$ cat config.mk
export PLATFORM = sky130hd
export DESIGN_NAME = keyword_number_tokenizer_top
export DESIGN_NICKNAME = d
export VERILOG_FILES = /design/src/rtl/core/knt_pkg.sv /design/src/rtl/core/keyword_number_tokenizer_top.sv
export SDC_FILE = /design/constraint.sdc
export NUM_CORES = 1
export LEC_CHECK = 0
export BUFFER_PORTS_ARGS = -buffer_cell sky130_fd_sc_hd__clkbuf_2
export CORE_ASPECT_RATIO = 0.75
export CORE_MARGIN = 5
export CORE_UTILIZATION = 51
export DETAILED_ROUTE_END_ITERATION = 8
export GPL_TIMING_DRIVEN = 1
export PLACE_DENSITY = 0.72
export SYNTH_ARGS = -nofsm -noshare
export SYNTH_HDL_FRONTEND = slang
export SYNTH_SLANG_ARGS = --single-unit
$ cat constraint.sdc
create_clock -name i_clk -period 6.8 [get_ports i_clk]
set_clock_uncertainty 0.2 [all_clocks]
set_input_delay 0.68 -clock i_clk [delete_from_list [all_inputs] [get_ports i_clk]]
set_output_delay 0.68 -clock i_clk [all_outputs]
set_load 0.1 [all_outputs]
$ cat src/rtl/core/knt_pkg.sv
`timescale 1ns / 1ps
// ----------------------------------------------------------------------------
// Keyword and number tokenizer package
// Transaction types, token kinds, scan phases and character codes shared by
// the tokenizer RTL.
// ----------------------------------------------------------------------------
package knt_pkg;

    localparam int VALUE_BITS_DEF = 32;
    localparam int TOKEN_VALUE_W  = 32;
    localparam int KIND_W         = 4;
    localparam int PHASE_W        = 4;

    // Depth of the result queue; a power of two of at least two.
    localparam int OUT_FIFO_DEPTH = 4;

    // Token kinds.
    localparam logic [KIND_W-1:0] K_VAR     = 4'd0;
    localparam logic [KIND_W-1:0] K_NUM     = 4'd1;
    localparam logic [KIND_W-1:0] K_ASSIGN  = 4'd2;
    localparam logic [KIND_W-1:0] K_PLUS    = 4'd3;
    localparam logic [KIND_W-1:0] K_MINUS   = 4'd4;
    localparam logic [KIND_W-1:0] K_SEMI    = 4'd5;
    localparam logic [KIND_W-1:0] K_LOOP    = 4'd6;
    localparam logic [KIND_W-1:0] K_DO      = 4'd7;
    localparam logic [KIND_W-1:0] K_END     = 4'd8;
    localparam logic [KIND_W-1:0] K_EOF     = 4'd9;
    localparam logic [KIND_W-1:0] K_INVALID = 4'd10;

    // Scan phases.
    localparam logic [PHASE_W-1:0] PH_IDLE  = 4'd0;
    localparam logic [PHASE_W-1:0] PH_VAR   = 4'd1;
    localparam logic [PHASE_W-1:0] PH_NUM   = 4'd2;
    localparam logic [PHASE_W-1:0] PH_COLON = 4'd3;
    localparam logic [PHASE_W-1:0] PH_L     = 4'd4;
    localparam logic [PHASE_W-1:0] PH_LO    = 4'd5;
    localparam logic [PHASE_W-1:0] PH_LOO   = 4'd6;
    localparam logic [PHASE_W-1:0] PH_D     = 4'd7;
    localparam logic [PHASE_W-1:0] PH_E     = 4'd8;
    localparam logic [PHASE_W-1:0] PH_EN    = 4'd9;

    // Value reported with an invalid token caused by end of input.
    localparam logic [TOKEN_VALUE_W-1:0] END_CODE = 32'd256;

    // Character codes.
    localparam logic [7:0] CH_X     = 8'h78;
    localparam logic [7:0] CH_COLON = 8'h3A;
    localparam logic [7:0] CH_L     = 8'h4C;
    localparam logic [7:0] CH_D     = 8'h44;
    localparam logic [7:0] CH_E     = 8'h45;
    localparam logic [7:0] CH_N     = 8'h4E;
    localparam logic [7:0] CH_O     = 8'h4F;
    localparam logic [7:0] CH_P     = 8'h50;
    localparam logic [7:0] CH_EQ    = 8'h3D;
    localparam logic [7:0] CH_PLUS  = 8'h2B;
    localparam logic [7:0] CH_MINUS = 8'h2D;
    localparam logic [7:0] CH_SEMI  = 8'h3B;
    localparam logic [7:0] CH_ZERO  = 8'h30;
    localparam logic [7:0] CH_NINE  = 8'h39;
    localparam logic [7:0] CH_SPACE = 8'h20;
    localparam logic [7:0] CH_TAB   = 8'h09;
    localparam logic [7:0] CH_CR    = 8'h0D;

    typedef struct packed {
        logic [7:0] char_code;
        logic       end_of_input;
    } t_in_item;

    typedef struct packed {
        logic [KIND_W-1:0]        token_kind;
        logic [TOKEN_VALUE_W-1:0] token_value;
        logic                     last_of_run;
    } t_out_item;

endpackage

$ cat src/rtl/core/keyword_number_tokenizer_top.sv
`timescale 1ns / 1ps
// ----------------------------------------------------------------------------
// Keyword and number tokenizer, top level
// Scans a character stream and emits variable, number, operator, keyword,
// end-of-input and invalid-character tokens.
// ----------------------------------------------------------------------------
// One character (or an end-of-input mark) is accepted per input transaction,
// and a new one can be taken in every cycle while the scan stage is not held
// back by the queue. Each character passes through an input register, then
// one pass of scan logic (a small phase transition and a times-ten-plus-digit
// update of the accumulator) writes its zero, one or two tokens into a
// four-entry result queue, from which the first token of a character is
// offered. The queue drains one token per cycle while the consumer is ready;
// the scan stage advances only while the queue has room for two tokens, so a
// stream in which every character closes a number or variable and also yields
// a token of its own can hold the input back, and any other stream runs at one
// character per cycle when the consumer keeps up. The last token produced by a
// character carries last_of_run. Number and variable values wrap modulo
// 2^VALUE_BITS and are reported in the low bits of token_value.
module keyword_number_tokenizer_top
    import knt_pkg::*;
#(
    parameter int VALUE_BITS = VALUE_BITS_DEF
) (
    input  logic      i_clk,
    input  logic      i_rst_n,
    input  logic      i_in_valid,
    output logic      o_in_ready,
    input  t_in_item  i_in_data,
    output logic      o_out_valid,
    input  logic      i_out_ready,
    output t_out_item o_out_data
);

    localparam int PTR_W   = $clog2(OUT_FIFO_DEPTH);
    localparam int COUNT_W = PTR_W + 1;

    // Input register.
    logic     r_in_valid;
    t_in_item r_in_data;

    // Scan state.
    logic [PHASE_W-1:0]    r_phase, n_phase;
    logic [VALUE_BITS-1:0] r_acc, n_acc;

    // Result queue.
    t_out_item          r_fifo [OUT_FIFO_DEPTH];
    logic [PTR_W-1:0]   r_wr_ptr;
    logic [PTR_W-1:0]   r_rd_ptr;
    logic [COUNT_W-1:0] r_count, n_count;

    logic w_fire;
    logic w_pop;

    // The scan stage moves only when the queue can take two tokens.
    assign w_fire     = r_in_valid && (r_count <= COUNT_W'(OUT_FIFO_DEPTH - 2));
    assign o_in_ready = !r_in_valid || w_fire;
    assign w_pop      = o_out_valid && i_out_ready;

    always_ff @(posedge i_clk) begin
        if (!i_rst_n) begin
            r_in_valid <= 1'b0;
        end else if (o_in_ready) begin
            r_in_valid <= i_in_valid;
        end
    end

    always_ff @(posedge i_clk) begin
        if (o_in_ready && i_in_valid) begin
            r_in_data <= i_in_data;
        end
    end

    // Character classification.
    logic [7:0] w_c;
    logic       w_eoi;
    logic       w_is_digit;
    logic       w_is_space;
    logic [3:0] w_digit;

    assign w_c        = r_in_data.char_code;
    assign w_eoi      = r_in_data.end_of_input;
    assign w_is_digit = !w_eoi && (w_c >= CH_ZERO) && (w_c <= CH_NINE);
    assign w_is_space = !w_eoi && ((w_c == CH_SPACE) || ((w_c >= CH_TAB) && (w_c <= CH_CR)));
    assign w_digit    = w_c[3:0];

    // Accumulator value as it appears in token_value.
    logic [TOKEN_VALUE_W-1:0] w_acc_ext;
    generate
        if (VALUE_BITS >= TOKEN_VALUE_W) begin : g_acc_trunc
            assign w_acc_ext = r_acc[TOKEN_VALUE_W-1:0];
        end else begin : g_acc_zext
            assign w_acc_ext = {{(TOKEN_VALUE_W - VALUE_BITS){1'b0}}, r_acc};
        end
    endgenerate

    // What the current symbol does when it starts a new token.
    logic                     s_emit;
    logic [KIND_W-1:0]        s_kind;
    logic [TOKEN_VALUE_W-1:0] s_value;
    logic [PHASE_W-1:0]       s_phase;
    logic                     s_load;
    logic [VALUE_BITS-1:0]    s_acc;

    always_comb begin
        s_emit  = 1'b0;
        s_kind  = K_INVALID;
        s_value = '0;
        s_phase = PH_IDLE;
        s_load  = 1'b0;
        s_acc   = '0;
        if (w_eoi) begin
            s_emit = 1'b1;
            s_kind = K_EOF;
        end else if (w_is_space) begin
            s_emit = 1'b0;
        end else if (w_is_digit) begin
            s_phase = PH_NUM;
            s_load  = 1'b1;
            s_acc   = VALUE_BITS'(w_digit);
        end else begin
            case (w_c)
                CH_X: begin
                    s_phase = PH_VAR;
                    s_load  = 1'b1;
                end
                CH_COLON: s_phase = PH_COLON;
                CH_L:     s_phase = PH_L;
                CH_D:     s_phase = PH_D;
                CH_E:     s_phase = PH_E;
                CH_PLUS: begin
                    s_emit = 1'b1;
                    s_kind = K_PLUS;
                end
                CH_MINUS: begin
                    s_emit = 1'b1;
                    s_kind = K_MINUS;
                end
                CH_SEMI: begin
                    s_emit = 1'b1;
                    s_kind = K_SEMI;
                end
                default: begin
                    s_emit  = 1'b1;
                    s_kind  = K_INVALID;
                    s_value = TOKEN_VALUE_W'(w_c);
                end
            endcase
        end
    end

    // Expected character and follow-up for keyword and ':=' phases.
    logic [7:0]         e_want;
    logic [PHASE_W-1:0] e_next;
    logic [KIND_W-1:0]  e_kind;
    logic               e_match;

    always_comb begin
        e_want = CH_EQ;
        e_next = PH_IDLE;
        e_kind = K_ASSIGN;
        case (r_phase)
            PH_COLON: begin
                e_want = CH_EQ;
                e_kind = K_ASSIGN;
            end
            PH_L: begin
                e_want = CH_O;
                e_next = PH_LO;
            end
            PH_LO: begin
                e_want = CH_O;
                e_next = PH_LOO;
            end
            PH_LOO: begin
                e_want = CH_P;
                e_kind = K_LOOP;
            end
            PH_D: begin
                e_want = CH_O;
                e_kind = K_DO;
            end
            PH_E: begin
                e_want = CH_N;
                e_next = PH_EN;
            end
            PH_EN: begin
                e_want = CH_D;
                e_kind = K_END;
            end
            default: begin
                e_want = CH_EQ;
            end
        endcase
    end

    assign e_match = !w_eoi && (w_c == e_want);

    // Scan step: up to two tokens per character.
    logic                     t0_valid, t1_valid;
    logic [KIND_W-1:0]        t0_kind, t1_kind;
    logic [TOKEN_VALUE_W-1:0] t0_value, t1_value;

    always_comb begin
        n_phase  = r_phase;
        n_acc    = r_acc;
        t0_valid = 1'b0;
        t0_kind  = K_INVALID;
        t0_value = '0;
        t1_valid = 1'b0;
        t1_kind  = s_kind;
        t1_value = s_value;
        case (r_phase)
            PH_VAR, PH_NUM: begin
                if (w_is_digit) begin
                    n_acc = (r_acc << 3) + (r_acc << 1) + VALUE_BITS'(w_digit);
                end else begin
                    // The closing character also starts the next token.
                    t0_valid = 1'b1;
                    t0_kind  = (r_phase == PH_VAR) ? K_VAR : K_NUM;
                    t0_value = w_acc_ext;
                    t1_valid = s_emit;
                    n_phase  = s_phase;
                    if (s_load) begin
                        n_acc = s_acc;
                    end
                end
            end
            PH_COLON, PH_L, PH_LO, PH_LOO, PH_D, PH_E, PH_EN: begin
                if (!e_match) begin
                    t0_valid = 1'b1;
                    t0_kind  = K_INVALID;
                    t0_value = w_eoi ? END_CODE : TOKEN_VALUE_W'(w_c);
                    n_phase  = PH_IDLE;
                end else if (e_next != PH_IDLE) begin
                    n_phase = e_next;
                end else begin
                    t0_valid = 1'b1;
                    t0_kind  = e_kind;
                    n_phase  = PH_IDLE;
                end
            end
            default: begin
                t0_valid = s_emit;
                t0_kind  = s_kind;
                t0_value = s_value;
                n_phase  = s_phase;
                if (s_load) begin
                    n_acc = s_acc;
                end
            end
        endcase
    end

    always_ff @(posedge i_clk) begin
        if (!i_rst_n) begin
            r_phase <= PH_IDLE;
            r_acc   <= '0;
        end else if (w_fire) begin
            r_phase <= n_phase;
            r_acc   <= n_acc;
        end
    end

    // Result queue. The second token of a character lands right after the first.
    logic [1:0] w_push_n;
    assign w_push_n = {1'b0, t0_valid} + {1'b0, t1_valid};

    always_comb begin
        n_count = r_count;
        if (w_fire) begin
            n_count = n_count + COUNT_W'(w_push_n);
        end
        if (w_pop) begin
            n_count = n_count - COUNT_W'(1);
        end
    end

    always_ff @(posedge i_clk) begin
        if (!i_rst_n) begin
            r_wr_ptr <= '0;
            r_rd_ptr <= '0;
            r_count  <= '0;
        end else begin
            r_count <= n_count;
            if (w_fire) begin
                r_wr_ptr <= r_wr_ptr + PTR_W'(w_push_n);
            end
            if (w_pop) begin
                r_rd_ptr <= r_rd_ptr + PTR_W'(1);
            end
        end
    end

    always_ff @(posedge i_clk) begin
        if (w_fire && t0_valid) begin
            r_fifo[r_wr_ptr] <= '{token_kind: t0_kind, token_value: t0_value,
                                  last_of_run: !t1_valid};
        end
        if (w_fire && t1_valid) begin
            r_fifo[r_wr_ptr + PTR_W'(1)] <= '{token_kind: t1_kind, token_value: t1_value,
                                              last_of_run: 1'b1};
        end
    end

    assign o_out_valid = (r_count != '0);
    assign o_out_data  = r_fifo[r_rd_ptr];

`ifndef SYNTHESIS
    // The queue never holds more tokens than it has entries.
    a_count_bound: assert property (@(posedge i_clk) disable iff (!i_rst_n)
        r_count <= COUNT_W'(OUT_FIFO_DEPTH))
        else $error("result queue overfilled");

    // The scan phase only takes defined codes.
    a_phase_legal: assert property (@(posedge i_clk) disable iff (!i_rst_n)
        r_phase <= PH_EN)
        else $error("scan phase holds an undefined code");

    // A second token is only ever produced behind a first one.
    a_second_needs_first: assert property (@(posedge i_clk) disable iff (!i_rst_n)
        t1_valid |-> t0_valid)
        else $error("second token without a first token");

    // A digit inside a number or variable produces no token.
    a_digit_silent: assert property (@(posedge i_clk) disable iff (!i_rst_n)
        (w_fire && w_is_digit && (r_phase == PH_VAR || r_phase == PH_NUM))
            |-> (w_push_n == 2'd0))
        else $error("digit inside a number produced a token");

    // The queue grows by at most two tokens per cycle.
    a_growth: assert property (@(posedge i_clk) disable iff (!i_rst_n)
        w_fire |=> (r_count <= $past(r_count) + COUNT_W'(2)))
        else $error("result queue grew by more than two tokens");
`endif

endmodule
# Yosys cells after proc, flatten, opt, wreduce, memory -nomap -nowiden
# Memories as Yosys holds them, arrays and structs flattened. A register that Yosys moved wholly into a read port is not among the register bits.
# Index checks and enable logic that the tools add are counted.
# word_totals
wordCells,123
register_bits,53
inputBits,13
mem_bits_rw,148
n_memories,1
output_inout_bits,39
# memory_table
name,words,width,rd,rd_ports_with_merged_regs,write_ports,line_no,rtl
r_fifo,4,37,1,1,2,keyword_number_tokenizer_top.sv:47,t_out_item r_fifo [OUT_FIFO_DEPTH];
# op_classes
n_addsub,8
eq_ne,20
order_cmp,5
n_reduce_logical,24
bitwise_logic,1
mux,56
# ops
op,n
32-bit one-hot mux with 2 select lines,2
32-bit two-way mux,3
4-bit two-way mux,15
"8-bit by 6-bit equality test with 1-bit output, second input constant",5
4-bit one-hot mux with 3 select lines,3
32-bit adder,1
32-bit by 4-bit adder with 32-bit output,1
"8-bit by 7-bit equality test with 1-bit output, second input constant",4
8-bit two-way mux,4
7-bit one-hot mux with 4 select lines,1
4-bit one-hot mux with 5 select lines,1
1-bit two-way mux,18
9-bit two-way mux,2
"4-bit by 3-bit equality test with 1-bit output, second input constant",4
4-bit one-hot mux with 2 select lines,2
1-bit logical AND,10
"4-bit by 2-bit equality test with 1-bit output, second input constant",2
"4-bit equality test, second input constant",2
8-bit equality test,1
"8-bit by 4-bit greater-or-equal comparator with 1-bit output, second input constant",1
"8-bit by 6-bit greater-or-equal comparator with 1-bit output, second input constant",1
"8-bit by 4-bit <= comparator with 1-bit output, second input constant",1
"8-bit by 6-bit <= comparator with 1-bit output, second input constant",1
8-bit OR reduction,1
21 further kinds,28

# Longest topological paths before layout
# depth
depth_word,13
ltp_mapped,18
ltp_nobuf,16

# Worst setup path after synthesis
# No wires, ideal clock.
# synth_timing
kind,reg2reg
startpoint,register r_in_data (netlist bit w_c[3])
endpoint,register r_count[2]
required_time_ns,6.485
path_stages_with_launch,18
arrival_time_ns,3.691
path_slack_ns,2.794
period_less_slack_ns,4.006
n_path_buf,1
setup_time_ns,0.115
cell_sequence,edfxtp_1 buf_6 or4b_1 a21oi_1 o211ai_1 a31oi_1 nand2b_1 nand3_1 ha_1 ha_1 inv_1 fa_1 nor2_1 a21oi_1 ha_1 nand2_1 xor2_1 and2_1
# synth_via
elab_chain_cells,13
elab_cells_between_ends,32
cone_classes,3 x add/sub; 4 x order compare; 7 x eq/ne; 11 x mux; 7 x reduce/logical
# synth_rtl
element,line_no,rtl
"start, declared",keyword_number_tokenizer_top.sv:40,t_in_item r_in_data;
"start signal, assigned",keyword_number_tokenizer_top.sv:70,r_in_data <= i_in_data;
8-bit by 6-bit greater-or-equal comparator with 1-bit output (tied with other cells),keyword_number_tokenizer_top.sv:83,assign w_is_digit = !w_eoi && (w_c >= CH_ZERO) && (w_c <= CH_NINE);
1-bit logical AND (tied with other cells) (2 in a row),keyword_number_tokenizer_top.sv:83,
1-bit two-way mux or 1-bit logical AND (tied branches),"keyword_number_tokenizer_top.sv:117, keyword_number_tokenizer_top.sv:84",
1-bit two-way mux,keyword_number_tokenizer_top.sv:115,end else if (w_is_space) begin
1-bit two-way mux,keyword_number_tokenizer_top.sv:112,if (w_eoi) begin
1-bit two-way mux,keyword_number_tokenizer_top.sv:215,if (w_is_digit) begin
1-bit two-way mux,keyword_number_tokenizer_top.sv:213,case (r_phase)
1-bit by 1-bit adder with 2-bit output (*),keyword_number_tokenizer_top.sv:267,"assign w_push_n = {1'b0, t0_valid} + {1'b0, t1_valid};"
3-bit by 2-bit adder with 3-bit output (*),keyword_number_tokenizer_top.sv:272,n_count = n_count + COUNT_W'(w_push_n);
3-bit two-way mux (*),keyword_number_tokenizer_top.sv:271,if (w_fire) begin
3-bit by 1-bit subtractor with 3-bit output,keyword_number_tokenizer_top.sv:275,n_count = n_count - COUNT_W'(1);
3-bit two-way mux (*),keyword_number_tokenizer_top.sv:274,if (w_pop) begin
"end signal, assigned",keyword_number_tokenizer_top.sv:285,r_count <= n_count;
"end, declared",keyword_number_tokenizer_top.sv:50,"logic [COUNT_W-1:0] r_count, n_count;"
# Every way passes the cells marked *; elsewhere a longest branch is shown, timed or not.
# A chain may end at the register's enable or synchronous reset.

# Worst setup path in the final report
# layout_timing
startpoint,register r_in_data (netlist bit w_c[1])
endpoint,register r_count[2]
# The elaborated chain is that of the path after synthesis.

==> impl_results.md <==
- Row cnt: 46
- Crit Path Max Fanout: 11
- DR vias: 8874
- Power Density: 281 nW/µm²
- Worst min path class: in2reg
- Vias in the first global route: 8435
- Max H-tree Level: 1
- # setup viols final: 0
- Avg Vias per Cell: 6.30
- Top Ports: 52
- Critical Path RT: 6980 ps
- Mapped Cells: 1103
- Post-CTS Setup Inserts: 0
- Worst path max stage delay: 580 ps
- Clock transition at path regs: 70 ps
- Psw: 0.00119 W
- Post-synth top flop: dfxtp_1
- CTS tree: built
- Most frequent cells in the layout: 144 x dfxtp_1, 106 x nand3_1, 100 x o21ai_0, 82 x nand2_1, 62 x ha_1
- Peak VDD IR: 0.167 mV
- Unique masters post-synth: 77
- Antenna cell count: 0
- Logic gate share of total power: 0.265
- Final WL: 28800 µm
- Most common cell after layout, fill and taps aside: dfxtp_1
- WS Path Type: reg2reg
- Clock network fraction of total power: 0.328
- Post-synth EDFFs: 57
- Ys async rst share: 0
- Clock sink count: 203
- Period utilization: 0.682
- Crit path cell chain: nor3b_1, nor4b_1, a22oi_1, a31oi_1, nand2b_1, nand3_1, ha_1, ha_1, inv_1, fa_1, nor2_1, a21oi_1, ha_1, nand2_1, xor2_1, and2_1
- Slew Limit Fails: 0
- Slew margin rel.: 0.284
- First drt pass iteration count: 6
- Finished Layout Cells: 1409
- GRT Util Overall: 0.232
- Routed WL per cell: 20.5 µm
- Fin Setup TNS: 0 ps
- Overflow left after global routing: 0
- RSZ-0062 raised after global routing: no
- Synth Cell Area: 11000 µm²
- Hold buffer count at cts: 0
- Register area share after synthesis: 0.420
- Global-route wire length before repair: 46700 µm
- Fin area: 12000 µm²
- Die width: 180 µm
- Actual slew at the worst max-slew pin: 1070 ps
- Hpwl dp: 19400 µm
- Initial antenna violation count: 0
- Slowest cell on crit path: edfxtp_1
- Internal power: 0.00218 W
- Achievable clock frequency: 216 MHz
- Layout cells sized above 1: 0.140
- Routed Antenna Nets: 0
- Post-CTS sizing: 0
- Die area: 24700 µm²
- Startpoint Class: flip-flop
- # DRC: 0
- P_leak: 4.51 nW
- Critical path arrival: 4820 ps
- IO Port Bufs: 51
- Vert. Die Dim: 137 µm
- Drt initial violations: 1000
- Placed Instances: 1373
- Synth Register Bits: 203
- Mean post-synth cell area: 9.99 µm²
- GPL Wtd Cong: 0.940
- Area growth syn-to-layout: 8.82%
- Total of max-cap violations: 0
- Layout Nets: 1186
- Finished Core Util: 0.566
- Sw Share: 0.353
- Crit. End Element: flip-flop
- Clock buffer count from CTS: 21
- Buf/Inv on CP: 1
- Status: completed
- Core ar.: 21200 µm²
- Syn nets: 1181
- Final Critical Period: 4640 ps
- Largest net degree at the start of global routing: 62
- Skew-Pair Late Insertion Delay: 490 ps
- Cell family with most CP delay: simple AND/OR/NAND/NOR gates
- Final Hold Fails: 0
- Root cell of the clock tree: clkbuf_16
- Sequential power share: 0.407
- Most frequent cell on the critical path: ha_1
- Placed Area: 11300 µm²
- Starting Density: 0.520
- Clock Path Buffers: 3
- Warnings from Yosys: 0
cell type report:
type / instances / area (µm²)
Sequential cell: 203 / 4640
Multi-Input combinational cell: 797 / 5910
Timing Repair Buffer: 64 / 353
Inverter: 21 / 78.8
Clock inverter: 6 / 36.3
Clock buffer: 30 / 621
Fill cell: 1892 / 9190
Tap cell: 288 / 360
flip-flops by register name, indices dropped and copies added (netlist names), named ones only:
| register | count |
|---|---|
| r_wr_ptr | 2 |
| r_phase | 4 |
| w_c | 8 |
| r_rd_ptr | 2 |
| r_acc | 32 |
| r_in_valid | 1 |
| r_fifo | 148 |
| w_eoi | 1 |
| r_count | 3 |
synth_stat cells (4+ instances only):
cell / instances / share of area
dfxtp_1: 146 / 0.27
nand3_1: 106 / 0.048
o21ai_0: 100 / 0.045
nand2_1: 82 / 0.028
ha_1: 62 / 0.070
edfxtp_1: 57 / 0.16
a21oi_1: 45 / 0.020
o22ai_1: 43 / 0.024
clkbuf_1: 39 / 0.013
mux4_2: 37 / 0.076
o31ai_1: 32 / 0.022
buf_2: 31 / 0.014
nor2_1: 25 / 0.0085
xnor2_1: 22 / 0.017
inv_1: 21 / 0.0072
nor2b_1: 21 / 0.012
a22oi_1: 20 / 0.014
and2_1: 19 / 0.011
a21o_1: 14 / 0.0095
o21ai_1: 12 / 0.0054
xor2_1: 12 / 0.0095
nor3_1: 11 / 0.0050
nand2b_1: 9 / 0.0051
or3_1: 8 / 0.0045
a21boi_0: 7 / 0.0048
o21a_1: 7 / 0.0048
a22o_1: 6 / 0.0048
a31oi_1: 6 / 0.0034
buf_6: 6 / 0.0061
a211oi_1: 5 / 0.0034
and3_1: 5 / 0.0028
nand4_1: 5 / 0.0028
o211ai_1: 5 / 0.0034
or2_2: 4 / 0.0023
stage by stage:
step           hold WS [ps]  power (W)  setup WS, ps
2_1_floorplan           235    0.00213          2790
4_1_cts                 145    0.00339          2200
6_report                162    0.00337          2160
3_3_place_gp            246    0.00229          2300
3_5_place_dp            253    0.00229          2200
5_1_grt                 146    0.00351          1830
final timing paths:
path                       from            end  slack (ps)  cells after the start
setup / recovery         w_c[1]     r_count[2]        2160                     16
hold / removal     i_in_data[7]         w_c[6]         160                      1
setup reg to reg         w_c[1]     r_count[2]        2160                     16
hold reg to reg   r_fifo[0][24]  r_fifo[0][24]         260                      2
power groups by stage:
stage / clock network [W] / registers [W] / logic (W)
6_report: 0.00111 / 0.00137 / 0.000895
5_1_grt: 0.00117 / 0.00138 / 0.000958
4_1_cts: 0.00112 / 0.00137 / 0.000898
3_5_place_dp: 0 / 0.00140 / 0.000895
3_3_place_gp: 0 / 0.00140 / 0.000890
2_1_floorplan: 0 / 0.00136 / 0.000776
kinds of logic (layout without fill, tap and decap cells):
kind of cell,after synthesis,after routing,share of synthesized area
flip-flops,203,203,0.420
XOR/XNOR,34,34,0.0270
AND/OR/NAND/NOR,318,318,0.148
buffers and inverters,103,121,0.0435
adder cells (fa/ha/maj),65,65,0.0758
multiplexers,40,40,0.0783
AO/OA/AOI/OAI,340,340,0.207
metal layers:
layer,global-route usage,routed length [µm],vias up
li1,-,-,4198
met5,0,0,-
met4,0.0537,563,0
met3,0.0472,2190,36
met1,0.354,13900,4320
met2,0.340,12100,320
worst register-to-register path, cell delays in order (launching register included):
cell      delay [ps]
edfxtp_1         580
nor3b_1          390
nor4b_1          500
a22oi_1          240
a31oi_1          230
nand2b_1         170
nand3_1          340
ha_1             450
ha_1             140
inv_1             50
fa_1             480
nor2_1            50
a21oi_1          170
ha_1             170
nand2_1           60
xor2_1           160
and2_1           150
No activity file was read; power rests on OpenSTA's default activity.
